## src/rtl/dcepm_rsp_skid.sv

```systemverilog
// dcepm_rsp_skid: two entry result buffer between the datapath and the
// result channel; no package dependencies
module dcepm_rsp_skid #(
   parameter int DATA_W = 8
) (
   input  logic              clock,
   input  logic              reset,
   input  logic              push,
   input  logic [DATA_W-1:0] push_data,
   output logic              full,
   output logic              out_valid,
   input  logic              out_stall,
   output logic [DATA_W-1:0] out_data
);

   logic              main_valid_ff;
   logic              main_valid_in;
   logic [DATA_W-1:0] main_data_ff;
   logic [DATA_W-1:0] main_data_in;
   logic              spare_valid_ff;
   logic              spare_valid_in;
   logic [DATA_W-1:0] spare_data_ff;
   logic [DATA_W-1:0] spare_data_in;
   logic              drain;

   assign drain = main_valid_ff && !out_stall;

   always_comb begin
      main_valid_in  = main_valid_ff;
      main_data_in   = main_data_ff;
      spare_valid_in = spare_valid_ff;
      spare_data_in  = spare_data_ff;
      if (spare_valid_ff) begin
         // no push while the spare is taken
         if (drain) begin
            main_data_in   = spare_data_ff;
            spare_valid_in = 1'b0;
         end
      end else if (push) begin
         if (!main_valid_ff || drain) begin
            main_valid_in = 1'b1;
            main_data_in  = push_data;
         end else begin
            spare_valid_in = 1'b1;
            spare_data_in  = push_data;
         end
      end else if (drain) begin
         main_valid_in = 1'b0;
      end
   end

   always_ff @(posedge clock) begin
      if (reset) begin
         main_valid_ff  <= 1'b0;
         spare_valid_ff <= 1'b0;
      end else begin
         main_valid_ff  <= main_valid_in;
         spare_valid_ff <= spare_valid_in;
      end
      main_data_ff  <= main_data_in;
      spare_data_ff <= spare_data_in;
   end

   assign full      = spare_valid_ff;
   assign out_valid = main_valid_ff;
   assign out_data  = main_data_ff;

endmodule

```

## config.mk

```make
export PLATFORM = sky130hd
export DESIGN_NAME = dcepm_rsp_skid
export DESIGN_NICKNAME = d
export VERILOG_FILES = /design/src/rtl/dcepm_rsp_skid.sv
export SDC_FILE = /design/constraint.sdc
export NUM_CORES = 1
export LEC_CHECK = 0
export ABC_AREA = 1
export BUFFER_PORTS_ARGS = -buffer_cell sky130_fd_sc_hd__buf_4
export CAP_MARGIN = 0
export CORE_MARGIN = 4
export CORE_UTILIZATION = 40
export CTS_CLUSTER_SIZE = 10
export DETAILED_ROUTE_END_ITERATION = 6
export PLACE_DENSITY = 0.63
export SETUP_SLACK_MARGIN = 0.1
export SYNTH_ARGS = -nofsm -noshare
export SYNTH_HDL_FRONTEND = slang
export SYNTH_SLANG_ARGS = --single-unit
export TNS_END_PERCENT = 5
```

## constraint.sdc

```tcl
create_clock -name clock -period 1.9 [get_ports clock]
set_input_delay 0.38 -clock clock [delete_from_list [all_inputs] [get_ports clock]]
set_output_delay 0.38 -clock clock [all_outputs]
set_load 0.05 [all_outputs]
```

; ---- Word-level counts from Yosys, hierarchy flattened
; Index checks and enable logic that the tools add are counted.
[word_totals]
elab_cells = 29
out_inout_bits = 10
reg_bits = 18
inputBits = 12
[op_classes]
n_bitwise = 2
reduce_logical = 10
eq_ne = 2
mux = 11
[op_table]
columns = op, count
row1 = 8-bit 2-to-1 mux, 4
row2 = 3-bit AND reduction, 3
row3 = 1-bit 2-to-1 mux, 7
row4 = 2-bit nonzero test, 3
row5 = 2-bit by 1-bit inequality test with 1-bit output (second input constant), 2
row6 = 1-bit zero test, 2
row7 = 1-bit inverter, 2
row8 = 1-bit logical AND, 1
row9 = 1-bit logical OR, 1

; ---- Depth between registers and ports, before layout
[logic_depth]
depth_word = 6
ltp_mapped = 5
mapped_depth_nobuf = 5

; ---- Least setup slack after synthesis
; OpenSTA, ideal clock, no wires.
[synth_path]
path_type = register -> register
from = register spare_valid_ff, in the netlist full
to = register main_data_ff[0], in the netlist out_data[0] (enable)
required_time_ns = 1.525
path_slack_ns = 0.218
arrival_time_ns = 1.306
path_stages_with_launch = 3
synth_period_minus_slack_ns = 1.682
setup_time_ns = 0.375
path_buffers = 0
path_cell_list = dfxtp_1 nand2_1 a21oi_1
[synth_between]
elab_chain_cells = 2
[synth_rtl]
columns = item, line
row1 = start: declaration, 20  ; logic spare_valid_ff;
row2 = start signal: assignment, 58  ; spare_valid_ff <= spare_valid_in;
row3 = 2-bit by 1-bit inequality test with 1-bit output (no line) or 2-bit nonzero test (tied branches), -
row4 = 3-bit AND reduction (no line) (*), -
row5 = end signal: assignment, 60  ; main_data_ff <= main_data_in;
row6 = end: declaration, 18  ; logic [DATA_W-1:0] main_data_ff;
; Mark *: on every way between the ends. The rest lies on a longest branch, timed or not.
; A chain may end at the register's enable or synchronous reset.

; ---- Final worst setup path
[layout_path]
from = register spare_valid_ff, in the netlist full
to = output port full
[layout_lines]
columns = item, line
row1 = end: declaration, 10  ; output logic full,
; No word-level cell between the ends.

==> metrics <==
number of flops mapped to enable cells by yosys=16; effective utilization at floorplan=0.443; number of global-route vias before repair=approximately 440; number of diodes added for antenna fixing=0; post-synthesis average cell area=11.6 um2; drc violations=0; class of the most critical setup path=reg -> out; Synth top area share=0.680; Die Outline Area=approximately 2500 um2; global routing usage summed across all routing layers=0.110; Synth Cell Area=707 um2; minimum setup slack after placement=around 0.52 ns; final routed wirelength across all metal layers=~1.2 mm; Critical Path Fanout Max=13; cell count after synthesis=61; DR vias/cell=between 4 and 5; fill cell instance count of the final layout=133; fin worst setup slack=approximately 0.32 ns; IO Pins=22; insertion delay of the later-clocked pin in the worst-skew pair=about 0.28 ns; most numerous cell types in the synthesized netlist=nand2_1, edfxtp_1, inv_1, dfxtp_1; relative max-transition margin=0.685; leading post-synthesis cells by cell area=edfxtp_1, nand2_1, dfxtp_1, inv_1, buf_6; Tcrit/Tclk final=0.830; number of nets in the final layout=slightly below 100; largest net degree at the start of global routing=14; maximum single-stage delay on the critical path=approximately 0.63 ns; placeable core area=between 1500 and 2000 um2; fraction of layout cells with a size suffix above 1=0.337; highest achievable clock rate=between 0.6 and 0.7 GHz; setup repair after global routing missed its margin=false; chip height=50.0 um; largest delay contributor family on the critical path=flip-flops; Synth Flop Type=edfxtp_1; maximum resistive drop on vdd=0.432 mV; Worst Setup Start Kind=flop; final critical path time including I/O delays and setup=approximately 1.6 ns; Synth area leader=edfxtp_1; wire length per cell after detailed routing=roughly 11 um; antenna violations before repair=0; leakage power=roughly 0.42 nW; fraction of registers with async set or reset after synthesis=0; sequential share of the synthesized area=0.736; die boundary width=approximately 50 um; RePlAce Congestion=between 0.7 and 0.8; ratio of total power to cell area=861 nW/um2; area growth from synthesis to layout=29.7%; min-delay worst type=in -> reg; sum of negative setup slack=0 ns; Setup Viol. Count Final=0; Bufs on Longest Clock Path=2; Worst Tran Pin Value=between 0.4 and 0.5 ns; number of synthesized register bits=18; crit path cell chain=buf_4; antenna-violating nets left=0; critical-path cell with the highest stage delay=dfxtp_1; Worst EP required=1.52 ns; number of unique standard cell types used by synthesis=11; Port Buffers=21; root buffer cell=clkbuf_4; CTS Buf Count=3; number of sinks on the clock net=18; Post-Route Skew=approximately 0.0017 ns; final-report hold violation count=0; Syn Nets=73; final-report max-slew violation count=0; TritonCTS clock tree=built; wire length of the first global-routing pass=1.99 mm; status=finished clean; most frequent cell after synthesis=nand2_1; gr ovfl total=0; worst path arrival time=approximately 1.2 ns; DR vias=484; H-tree Lvls=1; DRT Pass-1 Iters=3; Crit path buffers/inverters=1; number of setup buffers added after CTS=0; sum of internal, switching and leakage power=between 0.0007 and 0.0008 W; First DRT Iteration DRCs=12; warning count from the yosys run=0; hold buffer count at CTS=0; number of max-cap violations=0; capturing element type of the critical path=output port; row cnt=14; # resized after CTS=0; Detail Placement HPWL=approximately 910 um; clock transition at the registers of the reported paths=0.09 ns
## cell families after synthesis
logic type	after synthesis	synth area share
AO/OA/AOI/OAI	2	0.0195
flip-flops	18	0.736
buffers and inverters	8	0.0531
AND/OR/NAND/NOR	33	0.191
## metrics by stage
step	hold slack [ns]	area [um2]	util	cells
after global routing	0.220	917	0.575	110
after global placement	0.515	891	0.559	106
after floorplan	0.442	707	-	61
after CTS	0.230	917	0.575	110
final	0.243	917	0.575	110
after detailed placement	0.503	891	0.559	106
## layout by cell type, fill, tap and decap left out
master	count
nand2_1	30
a21oi_2	1
edfxtp_1	16
a21oi_1	1
inv_2	1
nor2_4	1
nand2_2	1
dfxtp_1	2
clkbuf_4	3
nand3_1	1
clkbuf_1	1
inv_1	6
buf_4	22
## metal layers
metal / share of wire / track usage / up-vias / wire [um]
li1: - / - / 246 / -
met1: 0.46 / 0.135 / 222 / 553
met2: 0.48 / 0.159 / 14 / 571
met3: 0.048 / 0.0331 / 2 / 57
met4: 0.0084 / 0.0829 / 0 / 10
met5: 0 / 0 / - / 0
## sequential cells by signal (all words and copies together), names as in the netlist
name and cells:
full 1, out_data 8, out_valid 1, spare_data_ff 8
## path summary, 6_finish.rpt
kind / slack (ns) / depth (start not counted) / start / end
worst min register to register: 0.53 / 2 / spare_data_ff[1] / out_data[1]
worst max-delay path: 0.32 / 1 / full / full
worst max register to register: 0.50 / 3 / full / out_data[0]
worst min-delay path: 0.24 / 2 / reset / full
## layout make-up
type | count | area (um2) | area share
multi-input combinational | 35 | 149 | 0.162
timing repair buffer | 22 | 165 | 0.180
inverter | 7 | 26.3 | 0.0286
tap | 24 | 30.0 | 0.0327
clock buffer | 4 | 26.3 | 0.0286
sequential | 18 | 520 | 0.568
## report_power, final
part           switching (W)  internal (W)
clock network       0.000107     0.0000815
registers         0.00000898      0.000455
logic              0.0000904     0.0000461
total               0.000207      0.000583
(Power assumes the default switching activity.)
