`src/rtl/dcepm_pkg.sv`:
```
// dcepm_pkg: shared constants, register index codes and reset defaults
// for the dual channel moving average and peak monitor
// no dependencies
package dcepm_pkg;

   localparam int SAMPLE_WIDTH_DEF  = 16;
   localparam int FRACTION_BITS_DEF = 24;

   localparam int ALPHA_W     = 24;
   localparam int THRESHOLD_W = 15;
   localparam int CSR_DATA_W  = 24;
   localparam int CSR_INDEX_W = 3;

   localparam int NUM_CHANNELS = 2;
   localparam int NUM_AVERAGES = 3;
   localparam int NUM_SAMPLES  = 4;
   localparam int NUM_LANE_OUT = 4;

   typedef logic [CSR_INDEX_W-1:0] csr_index_type;

   localparam csr_index_type CSR_AVERAGING_ENABLE = 3'd0;
   localparam csr_index_type CSR_REPORT_CHANNEL   = 3'd1;
   localparam csr_index_type CSR_CHANGE_THRESHOLD = 3'd2;
   localparam csr_index_type CSR_ALPHA_SHORT      = 3'd3;
   localparam csr_index_type CSR_ALPHA_MEDIUM     = 3'd4;
   localparam csr_index_type CSR_ALPHA_LONG       = 3'd5;

   // order of averages inside a lane
   localparam int AVG_SHORT  = 0;
   localparam int AVG_MEDIUM = 1;
   localparam int AVG_LONG   = 2;

   // order of the values a lane hands to the merge stage
   localparam int LANE_SHORT  = 0;
   localparam int LANE_MEDIUM = 1;
   localparam int LANE_LONG   = 2;
   localparam int LANE_PEAK   = 3;

   // order of the sample words in one input word
   localparam int SMP_CURRENT_A = 0;
   localparam int SMP_CURRENT_B = 1;
   localparam int SMP_VOLTAGE_A = 2;
   localparam int SMP_VOLTAGE_B = 3;

   localparam logic [THRESHOLD_W-1:0] THRESHOLD_RESET    = 15'd5;
   localparam logic [ALPHA_W-1:0]     ALPHA_SHORT_RESET  = 24'd5033165;
   localparam logic [ALPHA_W-1:0]     ALPHA_MEDIUM_RESET = 24'd33554;
   localparam logic [ALPHA_W-1:0]     ALPHA_LONG_RESET   = 24'd554;

endpackage

```
`src/rtl/dcepm_merge.sv`:
```
// dcepm_merge: change detection against the reported set, and selection
// of one lane's averages and peak for the result; uses dcepm_pkg
module dcepm_merge #(
   parameter int SAMPLE_WIDTH = dcepm_pkg::SAMPLE_WIDTH_DEF
) (
   input  logic                                                  clock,
   input  logic                                                  reset,
   input  logic                                                  accept,
   input  logic                                                  force_refresh,
   input  logic [dcepm_pkg::THRESHOLD_W-1:0]                     threshold,
   input  logic                                                  report_channel,
   input  logic [dcepm_pkg::NUM_SAMPLES-1:0][SAMPLE_WIDTH-1:0]   samples,
   input  logic [dcepm_pkg::NUM_CHANNELS-1:0][dcepm_pkg::NUM_LANE_OUT-1:0][SAMPLE_WIDTH-1:0]
                                                                 lane_values,
   output logic                                                  update_flag,
   output logic [dcepm_pkg::NUM_SAMPLES-1:0][SAMPLE_WIDTH-1:0]   shown,
   output logic [dcepm_pkg::NUM_LANE_OUT-1:0][SAMPLE_WIDTH-1:0]  selected
);
   import dcepm_pkg::*;

   localparam int CMP_W = (SAMPLE_WIDTH > THRESHOLD_W) ? SAMPLE_WIDTH : THRESHOLD_W;

   logic [NUM_SAMPLES-1:0][SAMPLE_WIDTH-1:0] reported_ff;
   logic [NUM_SAMPLES-1:0][SAMPLE_WIDTH-1:0] reported_in;
   logic [NUM_SAMPLES-1:0]                   exceeds;

   always_comb begin
      logic [SAMPLE_WIDTH:0]   diff;
      logic [SAMPLE_WIDTH:0]   neg_diff;
      logic [SAMPLE_WIDTH-1:0] gap;
      for (int i = 0; i < NUM_SAMPLES; i++) begin
         diff       = {samples[i][SAMPLE_WIDTH-1], samples[i]}
                    - {reported_ff[i][SAMPLE_WIDTH-1], reported_ff[i]};
         neg_diff   = (SAMPLE_WIDTH+1)'(0) - diff;
         gap        = diff[SAMPLE_WIDTH] ? neg_diff[SAMPLE_WIDTH-1:0]
                                         : diff[SAMPLE_WIDTH-1:0];
         exceeds[i] = CMP_W'(gap) > CMP_W'(threshold);
      end
      update_flag = force_refresh || (|exceeds);
      reported_in = update_flag ? samples : reported_ff;
   end

   always_ff @(posedge clock) begin
      if (reset) begin
         reported_ff <= '0;
      end else if (accept) begin
         reported_ff <= reported_in;
      end
   end

   assign shown    = reported_in;
   assign selected = lane_values[report_channel];

endmodule

```
`config.mk`:
```
export PLATFORM = sky130hd
export DESIGN_NAME = dcepm_merge
export DESIGN_NICKNAME = d
export VERILOG_FILES = /design/src/rtl/dcepm_pkg.sv /design/src/rtl/dcepm_merge.sv
export SDC_FILE = /design/constraint.sdc
export NUM_CORES = 1
export LEC_CHECK = 0
export CAP_MARGIN = 20
export CORE_MARGIN = 1
export CORE_UTILIZATION = 65
export CTS_CLUSTER_SIZE = 40
export DETAILED_ROUTE_END_ITERATION = 12
export DONT_BUFFER_PORTS = 1
export PLACE_DENSITY_LB_ADDON = 0.3
export SETUP_SLACK_MARGIN = 0.05
export SLEW_MARGIN = 20
export SYNTH_ARGS = -nofsm -noshare
export SYNTH_HDL_FRONTEND = slang
export SYNTH_SLANG_ARGS = --single-unit
```
`constraint.sdc`:
```
create_clock -name clock -period 9.1 [get_ports clock]
set_input_delay 0.455 -clock clock [delete_from_list [all_inputs] [get_ports clock]]
set_output_delay 0.455 -clock clock [all_outputs]
set_load 0.05 [all_outputs]
```
# == Word level (Yosys, flattened, before mapping) ==
# Cells that the tools add are included.
# totals
word_cells,26
out_inout_bits,129
in_bits,212
regBits,64
# op_classes
add_sub_neg,8
n_reduce_logical,2
magnitude_cmp,5
muxes,7
# op_table
op,n
$mux 64,3
$sub 16x16->17,4
$gt 16x15->1,4
$mux 16,4
$sub 1x16->16 const A,4
$reduce_or 4->1,1
$lt 1x2->1 const B,1
$logic_or 1x1->1,1

# == Logic depth before layout (Yosys ltp) ==
# depth
word_depth,7
ltp_mapped,26
depth_no_buf,24

# == Least setup slack after synthesis ==
# No wires, ideal clock.
# synth_path
kind,input-to-output
start,input samples[0] in the netlist's numbering
end,output shown[17] in the netlist's numbering
required_time_ns,8.645
setup_slack_ns,2.675
arrival_time_ns,5.970
cell_stages,26
path_buffers,2
cell_sequence,inv_1 ha_1 fa_1 nor2b_1 o2111ai_1 o211ai_1 xnor2_1 nand2_1 or4_1 nor3b_1 nor2b_1 a21oi_1 xor2_1 ha_1 nand2_1 nor4_1 a21bo_2 nand3_1 o21ai_0 nand4b_1 a2111oi_0 a211oi_1 or4_4 buf_6 buf_6 mux2i_1
# synth_rtl
element,line,source
start: declaration,dcepm_merge.sv:12,"input logic [dcepm_pkg::NUM_SAMPLES-1:0][SAMPLE_WIDTH-1:0] samples,"
end: declaration,dcepm_merge.sv:16,"output logic [dcepm_pkg::NUM_SAMPLES-1:0][SAMPLE_WIDTH-1:0] shown,"

==> flow_summary.json <==
{
  "slew_headroom": 0.238,
  "fin_crit_ns": 7.67,
  "layout.nets": 1682,
  "status": "finished clean",
  "finalSetupTns_ns": 0,
  "root_buffer": "clkbuf_16",
  "vdd_ir_drop_max_mv": 0.101,
  "core_area_um2": 16600,
  "vias_per_cell": 6.58,
  "yosys_most_used_dff": "dfxtp_1",
  "routed_wl_um": 33800,
  "rsz0062_at_grt": "no",
  "rr_endpoint": "reported_ff[11]",
  "hold_viol_final": 0,
  "setup_ws_ns": 1.43,
  "final_antenna_net_count": 0,
  "ys_async_sr_fraction": 0,
  "critPathLaunchType": "flip-flop",
  "h-tree-depth": 3,
  "power_leakage_nw": 5.04,
  "synth_top_area_cell": "ha_1",
  "yosys_warnings": 0,
  "ys_seq_area_frac": 0.115,
  "layout_common_cells": "nand2b_1 (136), ha_1 (128), inv_1 (105)",
  "holdPathStages": 2,
  "synth_top_area_frac": 0.144,
  "maxSlewViolCount": 0,
  "vias": 10326,
  "crit_arrival_ns": 7.22,
  "period_share": 0.843,
  "antenna_found_initial": 9,
  "clkSlewWorstSetupHoldPaths_ns": 0.06,
  "synth_cells": 1369,
  "setup_viol": 0,
  "synth_cell_type_count": 87,
  "critPathKind": "flip-flop to output port",
  "grt_overflow": 0,
  "cts_tree": "yes",
  "fp-row-count": 47,
  "portBuffers": 0,
  "crit_path_end_kind": "output port",
  "worst_hold_path.endpoint": "reported_ff[6]",
  "synth_area_leaders": "ha_1 (14%), dfxtp_1 (12%), mux2_2 (8.3%)",
  "grt_pass1_wl_um": 51100,
  "cts.repair.resized": 0,
  "reg2reg_depth": 24,
  "rrSetupSlack_ns": 2.91,
  "grt_usage": 0.373,
  "syn_area_um2": 11100,
  "max_freq_ghz": 0.130,
  "tightest_slew_ns": 1.11,
  "cp_max_fo": 34,
  "final_common_cell": "nand2b_1",
  "power_density_nw_per_um2": 157,
  "hold_buffers": 0,
  "top_register": "reported_ff",
  "clock_latency_ns": 0.36,
  "r2r-start": "reported_ff[0]",
  "postSynthNetCount": 1713,
  "ys_ff_latch": 64,
  "drcViolationCount": 0,
  "fp.dieArea_um2": 17600,
  "cts_buffers": 9,
  "cts_buffer_depth": 2,
  "min_from": "samples[6]",
  "post_drt_wl_per_cell_um": 21.6,
  "first_pass_iters": 5,
  "ios": 341,
  "die_h_um": 133,
  "grt_pass1_vias": 9594,
  "die_x_um": 133,
  "syn_area_per_cell_um2": 8.13,
  "largest_reg_flops": 64,
  "dp_hpwl_um": 27700,
  "gp_routability_congestion": 0.929,
  "hp-class": "input port to flip-flop",
  "pre_cts_slack_ns": 1.75,
  "syn_to_final_growth_pct": 3.80,
  "drt_iter0_markers": 863,
  "p_total_mw": 1.82,
  "start_util": 0.669,
  "maxCapViolations": 0,
  "grt_max_degree": 129,
  "largest_registers": "reported_ff (64)",
  "skew_ns": 0.00955,
  "postCtsSetupBuffers": 0,
  "synth_edf_count": 0,
  "clock-sinks": 64,
  "required_ns": 8.65,
  "drive_above_1_share": 0.137
}
critical path: stages, from the launching register on:
cell and delay [ns]:
dfxtp_1 0.37, inv_1 0.07, ha_1 0.26, nor2b_1 0.17, o31ai_2 0.43, a21boi_2 0.13, xnor2_1 0.41, nand2_1 0.09
or4_1 0.51, nor3b_1 0.34, nor2b_1 0.18, a21oi_1 0.08, xor2_1 0.19, ha_1 0.32, nand2_1 0.07, nor4_1 0.33
a21bo_2 0.27, nand3_1 0.07, o21ai_0 0.10, nand4b_1 0.18, nor3_1 0.08, a211oi_1 0.31, or4_4 0.62, buf_4 0.65
mux2_2 0.54
cells in the mapped netlist, drive strengths merged, types with 13 or more instances:
cell,number
nand2b,136
ha,128
mux2,128
inv,106
a21oi,75
mux2i,71
nand2,68
dfxtp,64
nor2,64
o21ai,54
xnor2,54
nand3,30
clkbuf,28
nor3,28
xor2,26
a21o,25
o211ai,21
buf,19
nor2b,18
nand4,16
a211oi,14
and2,13
o21a,13
logic make-up after synthesis:
logic type      Yosys count  share of synthesized area
compound gates          310                      0.194
xor+xnor                 80                     0.0630
fa+ha+maj               132                      0.151
buf+inv                 153                     0.0571
flops                    64                      0.115
mux                     199                      0.209
simple gates            431                      0.211
metal layers:
metal,up-vias,global-route usage,routed length [um]
met3,76,0.0877,2920
li1,4924,-,-
met1,4848,0.444,13500
met5,-,0,40
met4,6,0.185,1460
met2,472,0.627,15900
worst max-delay path by stage:
stage	start	to	slack, ns	cells past startpoint
2_1_floorplan	samples[0]	shown[17]	2.67	26
3_3_place_gp	samples[0]	shown[62]	1.98	25
3_5_place_dp	samples[0]	shown[58]	1.75	25
4_1_cts	reported_ff[0]	shown[58]	1.49	24
5_1_grt	reported_ff[1]	shown[60]	0.93	24
6_report	reported_ff[1]	shown[62]	1.43	24
cell type report:
| cell class | count | area [um2] |
|---|---|---|
| multi-input cells | 1152 | 9210 |
| clock buffers | 11 | 253 |
| flip-flops and latches | 64 | 1280 |
| diodes | 6 | 15.0 |
| well taps | 220 | 275 |
| clock inverters | 5 | 78.8 |
| repair buffers | 5 | 37.5 |
| inverters | 106 | 398 |
| fillers | 1335 | 5090 |
report_power, final:
part           switching (mW)  internal [mW]
Clock                   0.150          0.254
Sequential             0.0180          0.300
Combinational           0.678          0.416
per-stage QoR:
stage / area [um2] / hold WS (ns) / std cells / util
floorplan: 11100 / 0.459 / 1369 / -
global placement: 11200 / 0.468 / 1547 / 0.673
detailed placement: 11200 / 0.479 / 1547 / 0.673
CTS: 11500 / 0.243 / 1563 / 0.693
global route: 11500 / 0.248 / 1569 / 0.694
finish: 11500 / 0.246 / 1569 / 0.694
(Power assumes the default switching activity.)
